### config.mk
export PLATFORM = sky130hd
export DESIGN_NAME = hid_keyboard_report_builder
export DESIGN_NICKNAME = d
export VERILOG_FILES = /design/src/hkrb_pkg.sv /design/src/hid_keyboard_report_builder.sv
export SDC_FILE = /design/constraint.sdc
export NUM_CORES = 1
export LEC_CHECK = 0
export BUFFER_PORTS_ARGS = -buffer_cell sky130_fd_sc_hd__buf_4
export CAP_MARGIN = 20
export CORE_AREA = 2 2 109 190
export DETAILED_ROUTE_END_ITERATION = 16
export DIE_AREA = 0 0 111 192
export MAX_ROUTING_LAYER = met4
export PLACE_DENSITY = 0.79
export SYNTH_ARGS = -nofsm -noshare
export SYNTH_HDL_FRONTEND = slang
export SYNTH_SLANG_ARGS = --single-unit
### constraint.sdc
create_clock -name clk -period 4.4 [get_ports clk]
set_input_delay 0.44 -clock clk [delete_from_list [all_inputs] [get_ports clk]]
set_output_delay 0.44 -clock clk [all_outputs]
set_load 0.005 [all_outputs]
### src/hkrb_pkg.sv
// Package: constants, state encoding and code classification for the keyboard report builder
`timescale 1ns / 1ps
`default_nettype none
package hkrb_pkg;

  localparam int KEY_SLOTS   = 6;
  localparam int SLOT_IDX_W  = (KEY_SLOTS > 1) ? $clog2(KEY_SLOTS) : 1;
  localparam int SLOTS_W     = 8 * KEY_SLOTS;
  localparam int FRAME_W     = 15;
  localparam int TIME_W      = 17;
  localparam int DELTA_W     = 18;
  localparam int WRAP_TOP    = 32767;
  localparam int DELTA_CLAMP = 5000;

  localparam logic [7:0] CODE_KEY_LO = 8'h04;
  localparam logic [7:0] CODE_KEY_HI = 8'hA4;
  localparam logic [7:0] CODE_MOD_LO = 8'hE0;
  localparam logic [7:0] CODE_MOD_HI = 8'hE7;

  localparam logic CMD_KEY  = 1'b0;
  localparam logic CMD_POLL = 1'b1;

  typedef enum logic [2:0] {
    ST_IDLE,
    ST_SCAN,
    ST_ADD,
    ST_TIME,
    ST_WRAP,
    ST_POLL,
    ST_OUT
  } state_t;

  function automatic logic is_key_code(input logic [7:0] code);
    is_key_code = (code >= CODE_KEY_LO) && (code <= CODE_KEY_HI);
  endfunction

  function automatic logic is_mod_code(input logic [7:0] code);
    is_mod_code = (code >= CODE_MOD_LO) && (code <= CODE_MOD_HI);
  endfunction

endpackage
`default_nettype wire

### src/hid_keyboard_report_builder.sv
// Top level: six-key boot keyboard report keeper with a sequenced slot scanner and poll timer
//
//   channel | ports                                                 | handshake
//   --------+-------------------------------------------------------+-----------
//   input   | in_cmd in_pressed in_keycode in_frame_count            | valid/ready
//           | in_in_busy in_link_ready                               |
//   result  | out_send out_modifiers out_key_slots                   | valid/ready
//   config  | cfg_wr_data (idle rate)                                | cfg_wr_en
//
// A normal key scans the slots one slot per cycle through the shared byte comparator,
// then goes to the result (release) or first inserts into a free slot (press). A poll
// with the link up scans the slots, then does subtract, wrap fix and decision on the timer
// adder. Modifiers, ignored codes and polls with the link down go straight to the result.
// Reset (rst_n low, synchronous) empties the report, the sent copy and the timer.
// A result not taken holds the sequencer in its last state until out_ready.
`timescale 1ns / 1ps
`default_nettype none
module hid_keyboard_report_builder (
  input  wire logic                         clk,
  input  wire logic                         rst_n,
  input  wire logic                         cfg_wr_en,
  input  wire logic [7:0]                   cfg_wr_data,
  input  wire logic                         in_valid,
  output logic                              in_ready,
  input  wire logic                         in_cmd,
  input  wire logic                         in_pressed,
  input  wire logic [7:0]                   in_keycode,
  input  wire logic [hkrb_pkg::FRAME_W-1:0] in_frame_count,
  input  wire logic                         in_in_busy,
  input  wire logic                         in_link_ready,
  output logic                              out_valid,
  input  wire logic                         out_ready,
  output logic                              out_send,
  output logic [7:0]                        out_modifiers,
  output logic [hkrb_pkg::SLOTS_W-1:0]      out_key_slots
);

  hkrb_pkg::state_t state_r, state_nxt;

  logic [7:0] idle_rate_r;
  logic [7:0] mod_r, mod_nxt;
  logic [7:0] sent_mod_r, sent_mod_nxt;
  logic [7:0] slot_r      [hkrb_pkg::KEY_SLOTS];
  logic [7:0] slot_nxt    [hkrb_pkg::KEY_SLOTS];
  logic [7:0] sent_slot_r [hkrb_pkg::KEY_SLOTS];
  logic [7:0] sent_slot_nxt [hkrb_pkg::KEY_SLOTS];
  logic signed [hkrb_pkg::TIME_W-1:0]  last_r, last_nxt;
  logic signed [hkrb_pkg::DELTA_W-1:0] delta_r, delta_nxt;

  logic                            cmd_r, pressed_r, busy_r;
  logic [7:0]                      code_r;
  logic [hkrb_pkg::FRAME_W-1:0]    now_r;
  logic [hkrb_pkg::SLOT_IDX_W-1:0] idx_r, idx_nxt;
  logic [hkrb_pkg::SLOT_IDX_W-1:0] free_idx_r, free_idx_nxt;
  logic                            free_vld_r, free_vld_nxt;
  logic                            found_r, found_nxt;
  logic                            diff_r, diff_nxt;
  logic                            send_r, send_nxt;

  logic                            out_valid_r, out_valid_nxt;
  logic                            out_send_r;
  logic [7:0]                      out_mod_r;
  logic [hkrb_pkg::SLOTS_W-1:0]    out_slots_r;
  logic                            out_load;

  logic [7:0]                          cmp_a, cmp_b;
  logic                                cmp_eq;
  logic                                last_slot;
  logic signed [hkrb_pkg::DELTA_W-1:0] now_ext, last_ext;
  logic                                in_acc;
  logic [hkrb_pkg::SLOTS_W-1:0]        slots_packed;
  logic                                go;

  assign in_acc    = in_valid && in_ready;
  assign in_ready  = (state_r == hkrb_pkg::ST_IDLE);
  assign out_valid = out_valid_r;
  assign out_send  = out_send_r;
  assign out_modifiers = out_mod_r;
  assign out_key_slots = out_slots_r;

  // shared byte comparator: slot against key code, or against the sent copy on a poll
  assign cmp_a     = slot_r[idx_r];
  assign cmp_b     = (cmd_r == hkrb_pkg::CMD_POLL) ? sent_slot_r[idx_r] : code_r;
  assign cmp_eq    = (cmp_a == cmp_b);
  assign last_slot = (idx_r == hkrb_pkg::SLOT_IDX_W'(hkrb_pkg::KEY_SLOTS - 1));

  assign now_ext  = $signed({{(hkrb_pkg::DELTA_W - hkrb_pkg::FRAME_W){1'b0}}, now_r});
  assign last_ext = $signed({last_r[hkrb_pkg::TIME_W-1], last_r});

  always_comb begin
    slots_packed = '0;
    for (int i = 0; i < hkrb_pkg::KEY_SLOTS; i++) begin
      slots_packed[8*i +: 8] = slot_r[i];
    end
  end

  always_comb begin
    state_nxt     = state_r;
    mod_nxt       = mod_r;
    sent_mod_nxt  = sent_mod_r;
    slot_nxt      = slot_r;
    sent_slot_nxt = sent_slot_r;
    last_nxt      = last_r;
    delta_nxt     = delta_r;
    idx_nxt       = idx_r;
    free_idx_nxt  = free_idx_r;
    free_vld_nxt  = free_vld_r;
    found_nxt     = found_r;
    diff_nxt      = diff_r;
    send_nxt      = send_r;
    out_valid_nxt = out_valid_r;
    out_load      = 1'b0;
    go            = 1'b0;

    if (out_valid_r && out_ready) begin
      out_valid_nxt = 1'b0;
    end

    case (state_r)
      hkrb_pkg::ST_IDLE: begin
        if (in_acc) begin
          idx_nxt      = '0;
          free_vld_nxt = 1'b0;
          found_nxt    = 1'b0;
          diff_nxt     = 1'b0;
          send_nxt     = 1'b0;
          if (in_cmd == hkrb_pkg::CMD_KEY) begin
            if (hkrb_pkg::is_key_code(in_keycode)) begin
              state_nxt = hkrb_pkg::ST_SCAN;
            end else begin
              if (hkrb_pkg::is_mod_code(in_keycode)) begin
                if (in_pressed) begin
                  mod_nxt = mod_r | (8'd1 << in_keycode[2:0]);
                end else begin
                  mod_nxt = mod_r & ~(8'd1 << in_keycode[2:0]);
                end
              end
              state_nxt = hkrb_pkg::ST_OUT;
            end
          end else begin
            state_nxt = in_link_ready ? hkrb_pkg::ST_SCAN : hkrb_pkg::ST_OUT;
          end
        end
      end
      hkrb_pkg::ST_SCAN: begin
        if (cmd_r == hkrb_pkg::CMD_POLL) begin
          if (!cmp_eq) begin
            diff_nxt = 1'b1;
          end
        end else begin
          if (cmp_eq) begin
            found_nxt = 1'b1;
            // release empties every matching slot
            if (!pressed_r) begin
              slot_nxt[idx_r] = '0;
            end
          end
          if (cmp_a == 8'd0 && !free_vld_r) begin
            free_vld_nxt = 1'b1;
            free_idx_nxt = idx_r;
          end
        end
        if (last_slot) begin
          if (cmd_r == hkrb_pkg::CMD_POLL) begin
            state_nxt = hkrb_pkg::ST_TIME;
          end else begin
            state_nxt = pressed_r ? hkrb_pkg::ST_ADD : hkrb_pkg::ST_OUT;
          end
        end else begin
          idx_nxt = idx_r + 1'b1;
        end
      end
      hkrb_pkg::ST_ADD: begin
        // drop a press already present or with no free slot
        if (!found_r && free_vld_r) begin
          slot_nxt[free_idx_r] = code_r;
        end
        state_nxt = hkrb_pkg::ST_OUT;
      end
      hkrb_pkg::ST_TIME: begin
        delta_nxt = now_ext - last_ext;
        state_nxt = hkrb_pkg::ST_WRAP;
      end
      hkrb_pkg::ST_WRAP: begin
        // frame counter wrapped past its top
        if (delta_r < 0) begin
          delta_nxt = hkrb_pkg::DELTA_W'(hkrb_pkg::WRAP_TOP) - last_ext + now_ext;
        end
        state_nxt = hkrb_pkg::ST_POLL;
      end
      hkrb_pkg::ST_POLL: begin
        if (delta_r > $signed(hkrb_pkg::DELTA_W'(hkrb_pkg::DELTA_CLAMP))) begin
          last_nxt = hkrb_pkg::TIME_W'(now_ext
                     - $signed(hkrb_pkg::DELTA_W'(hkrb_pkg::DELTA_CLAMP)));
        end
        if (!busy_r) begin
          go = diff_r || (mod_r != sent_mod_r) ||
               ((idle_rate_r != 8'd0) &&
                (delta_r >= $signed({{(hkrb_pkg::DELTA_W - 8){1'b0}}, idle_rate_r})));
          if (go) begin
            sent_mod_nxt  = mod_r;
            sent_slot_nxt = slot_r;
            last_nxt      = hkrb_pkg::TIME_W'(now_ext);
          end
        end
        send_nxt  = go;
        state_nxt = hkrb_pkg::ST_OUT;
      end
      hkrb_pkg::ST_OUT: begin
        // hold until the result register is free
        if (!out_valid_r || out_ready) begin
          out_load      = 1'b1;
          out_valid_nxt = 1'b1;
          state_nxt     = hkrb_pkg::ST_IDLE;
        end
      end
      default: begin
        state_nxt = hkrb_pkg::ST_IDLE;
      end
    endcase
  end

  always_ff @(posedge clk) begin
    if (!rst_n) begin
      state_r     <= hkrb_pkg::ST_IDLE;
      out_valid_r <= 1'b0;
      idle_rate_r <= '0;
      mod_r       <= '0;
      sent_mod_r  <= '0;
      last_r      <= '0;
      for (int i = 0; i < hkrb_pkg::KEY_SLOTS; i++) begin
        slot_r[i]      <= '0;
        sent_slot_r[i] <= '0;
      end
      idx_r      <= '0;
      free_vld_r <= 1'b0;
      found_r    <= 1'b0;
      diff_r     <= 1'b0;
      send_r     <= 1'b0;
    end else begin
      state_r     <= state_nxt;
      out_valid_r <= out_valid_nxt;
      if (cfg_wr_en) begin
        idle_rate_r <= cfg_wr_data;
      end
      mod_r       <= mod_nxt;
      sent_mod_r  <= sent_mod_nxt;
      last_r      <= last_nxt;
      slot_r      <= slot_nxt;
      sent_slot_r <= sent_slot_nxt;
      idx_r       <= idx_nxt;
      free_vld_r  <= free_vld_nxt;
      found_r     <= found_nxt;
      diff_r      <= diff_nxt;
      send_r      <= send_nxt;
    end
  end

  always_ff @(posedge clk) begin
    if (in_acc) begin
      cmd_r     <= in_cmd;
      pressed_r <= in_pressed;
      code_r    <= in_keycode;
      now_r     <= in_frame_count;
      busy_r    <= in_in_busy;
    end
    free_idx_r <= free_idx_nxt;
    delta_r    <= delta_nxt;
    if (out_load) begin
      out_send_r  <= send_r;
      out_mod_r   <= mod_r;
      out_slots_r <= slots_packed;
    end
  end

  a_accept_leaves_idle: assert property (@(posedge clk) disable iff (!rst_n)
    in_acc |=> !in_ready)
    else $error("sequencer still idle after an accepted item");

  a_add_only_on_press: assert property (@(posedge clk) disable iff (!rst_n)
    state_r == hkrb_pkg::ST_ADD |-> (cmd_r == hkrb_pkg::CMD_KEY) && pressed_r)
    else $error("slot insert reached without a key press");

  a_sent_copy_only_on_poll: assert property (@(posedge clk) disable iff (!rst_n)
    state_r != hkrb_pkg::ST_POLL |=> $stable(sent_mod_r) && $stable(last_r))
    else $error("sent report or timer changed outside the poll decision");

  a_index_in_range: assert property (@(posedge clk) disable iff (!rst_n)
    idx_r <= hkrb_pkg::SLOT_IDX_W'(hkrb_pkg::KEY_SLOTS - 1))
    else $error("slot index beyond the last slot");

  a_key_never_sends: assert property (@(posedge clk) disable iff (!rst_n)
    out_load && (cmd_r == hkrb_pkg::CMD_KEY) |-> !send_r)
    else $error("key event flagged a send");

endmodule
`default_nettype wire
==> run summary <==
For the worst-skew pair, the clock arrives at the later sink with an insertion delay of 520 ps. The final layout contains 1284 nets. For this run, the leading register cell type out of synthesis is sky130_fd_sc_hd__dfxtp_1. The number of global-route vias before repair is around 9000. The total routing usage reported by global routing is a little under a third. The post-detailed-route DRC marker count is 0.

The height of the chip is about 190 um. The pin count of the biggest net entering global routing is 58. Summed over all layers, the global routing overflow is 0. The post-route netlist has 15.50% of its cells at a drive strength greater than 1. The first-pass GRT wire length is 49790 um. The initial cell density of the core is between 50 and 60%.

The tool flagged a number of max-cap violations equal to 0. STA puts the critical path data required time at 4800 ps. Post-CTS timing repair inserted 0 buffers for setup. The commonest cells after synthesis are sky130_fd_sc_hd__nand2_1 (160), sky130_fd_sc_hd__dfxtp_1 (148), sky130_fd_sc_hd__edfxtp_1 (104). The clock net sink count came out at around 250.

The clock root buffer is sky130_fd_sc_hd__clkbuf_16. The max-slew violation count came out at 0. The slew of the pin with the lowest slew margin came out at around 900 ps.

The sum of negative setup slack came out at 0 ps. Once detailed placement completed, the half-perimeter wirelength came to 23570 um. During I/O placement, the number of pins put on the boundary was 99. The antenna diode count came out at 0. Counting the buffers created by CTS gives 23. The floorplan step set the die width to approximately 110 um. Registers are responsible for 43.9% of the overall power. The data arrival at the endpoint of the critical path came out at between 4000 and 5000 ps. The total via count in the routed design came out at 9153.

The detail-routed net length per standard cell is 21.72 um. The clock share of power is 30.9%. The startpoint type of the worst setup path is a flop. Setup repair after global routing left no endpoint under its margin. The placed standard-cell area is 0.01260 mm^2. The async set or reset register ratio after synthesis is 0%.

The mean instance size in the synthesized netlist is 10.25 um^2. The number of synthesis warnings came out at 0. The TritonCTS clock tree is built.

The share of total power dissipated in combinational logic is 25.2%. The worst IR drop on VDD came out at 0.3863 mV. In this run the deepest clock path goes through 3 buffers.

The total of endpoints with negative setup slack in the final report is 0. The congestion estimate from routability-driven global placement came to 1.037. The count of unique library cells instantiated by Yosys came out at between 70 and 80.

In this run the worst path has a maximum fanout of 31. Once detail routing completed, the nets flagged for antenna violations numbered 0. The run finished with clean final reports. The final count of hold timing violations came out at 0. After layout, the worst path uses 83.78% of the clock period. Net switching is 31.87% of the power.

The post-route clock skew is between 15 and 20 ps. The total number of H-tree levels came out at 1. Gates resized during post-CTS repair numbered 0.

Cell internal power was estimated by the tool at 4.660 mW. The floorplan has 68 rows. The most common cell in the netlist is sky130_fd_sc_hd__nand2_1. The cell taking the most area after synthesis is sky130_fd_sc_hd__edfxtp_1.

The floorplan step defined a die boundary enclosing 0.02131 mm^2. The power per unit of standard cell area is 510.1 mW/mm^2. In the post-synthesis netlist, the biggest area contributors are sky130_fd_sc_hd__edfxtp_1 (27%), sky130_fd_sc_hd__dfxtp_1 (25%), sky130_fd_sc_hd__nand2_1 (5.1%). The share of the yosys chip area belonging to registers is 51.88%. The length of the first detailed-routing pass in iterations came out at 5. The core region is 0.01965 mm^2. Using the TritonRoute via totals, the vias-per-cell ratio works out to roughly 6.2.

The endpoint class of the critical path is a flop. The area of all placed cells without fillers is 0.01341 mm^2. The initial antenna violation count is 0. The hold buffer count at cts came out at 0.

The net switching power came out at 2.180 mW. The synthesized flop and latch total came out at around 250. The signed area change from the synthesized netlist to the final layout is 14.30%. The violation count after the first detailed-routing iteration came out at 598. The post-detailed-routing wire length came out at ~32000 um. The headroom to the max-slew limit came out at 40.82%. The post-route minimum period came out at 3686 ps.

Once layout is complete, the utilization of the core stands at 68.22%. The leakage component of the power came out at 4.768 nW. The cell area after synthesis is approximately 0.012 mm^2. The min-delay analysis places its worst path in the category input pin to flop. Overall power consumption after layout is estimated at between 6 and 7 mW. After clock tree synthesis, the clock-pin slew on the worst setup and hold paths is approximately 60 ps.

The setup path with the least slack is of type flop to flop. The synthesized net count came out at 1213. The number of enable flip-flop cells after synthesis is 104. After synthesis, the largest area contributor takes up a little over a quarter of total cell area. The number of standard cells after synthesis is 1144. The count of input and output buffers came out at 98. The peak clock frequency supported by timing came out at 271.3 MHz.
==> cell type report <==
cell class	count	area, um^2
fillers	1547	6246
flip-flops and latches	252	6087
multi-input cells	777	5157
repair buffers	111	865.8
clock buffers	32	671.9
well taps	245	306.5
inverters	50	187.7
clock inverters	10	131.4
==> logic make-up (layout without fill, tap and decap cells) <==
group	count (synthesis)	count (layout)	synth area share, %
AOI/OAI and AO/OA	307	307	18.67
muxes	52	52	5.504
adders and majority gates	29	29	3.221
and+or+nand+nor	356	356	13.98
buffers and inverters	115	203	4.277
xor gates and xnor gates	33	33	2.464
DFF	252	252	51.88
==> cell usage in the layout (no fill, tap or decap), drive strengths merged, types with 15 or more instances in the layout <==
cell | netlist | routed
dfxtp | 148 | 148
o21ai | 38 | 38
nor3 | 22 | 22
clkbuf | 43 | 32
ha | 27 | 27
inv | 50 | 51
nor2 | 80 | 80
nand2 | 160 | 160
nand3 | 15 | 15
xnor2 | 24 | 24
buf | 22 | 111
a22o | 48 | 48
a21oi | 110 | 110
a21o | 15 | 15
mux2i | 42 | 42
edfxtp | 104 | 104
==> final timing paths <==
path | start | to | slack, ps | cells past startpoint
max | idx_r[0] | slot_r[47] | 710 | 8
min | in_frame_count[1] | now_r[1] | 100 | 1
max reg2reg | idx_r[0] | slot_r[47] | 710 | 8
min reg2reg | sent_slot_r[39] | sent_slot_r[39] | 460 | 2
==> stage by stage <==
stage | std cells | setup slack (ps) | hold WS (ps)
after floorplan | 1144 | 705.8 | 407.9
after global placement | 1434 | 877.5 | 441.5
after detailed placement | 1435 | 812.4 | 447.6
after CTS | 1477 | 755.8 | 83.78
after global routing | 1477 | 589.1 | 78.74
final | 1477 | 713.7 | 96.10
==> power groups by stage <==
stage	Sequential [mW]	Clock, mW	Combinational (mW)
after floorplan	2.91	0	1.24
after global placement	3.04	0	1.66
after detailed placement	3.05	0	1.71
after CTS	3.00	2.13	1.71
after global routing	3.03	2.22	1.87
final	3.00	2.12	1.73
==> worst max-delay path: stages (launching register included) <==
cell,delay [ps]
sky130_fd_sc_hd__dfxtp_2,850
sky130_fd_sc_hd__buf_12,270
sky130_fd_sc_hd__mux4_1,570
sky130_fd_sc_hd__a21oi_1,270
sky130_fd_sc_hd__xor2_1,120
sky130_fd_sc_hd__nor2_1,180
sky130_fd_sc_hd__and4_1,640
sky130_fd_sc_hd__a31oi_4,300
sky130_fd_sc_hd__a22o_2,340
==> registers in the layout, indices dropped and copies added, names as in the netlist, 3 cells and up, named ones only <==
signal	flops
out_key_slots	48
sent_slot_r	48
slot_r	48
delta_r	18
last_r	17
now_r	15
code_r	8
idle_rate_r	8
out_modifiers	8
sent_mod_r	8
free_idx_r	3
idx_r	3
state_r	3
==> metal layers <==
metal / global-route usage [%] / share of wire [%] / routed length (um) / up-vias
met1: 30.27 / 34 / 10920 / 4367
met2: 56.37 / 53 / 17100 / 339
met5: - / 0 / 0 / -
met4: 23.80 / 8.9 / 2849 / 0
li1: - / - / - / 4308
met3: 2.619 / 3.8 / 1212 / 139
(Power assumes the default switching activity.)
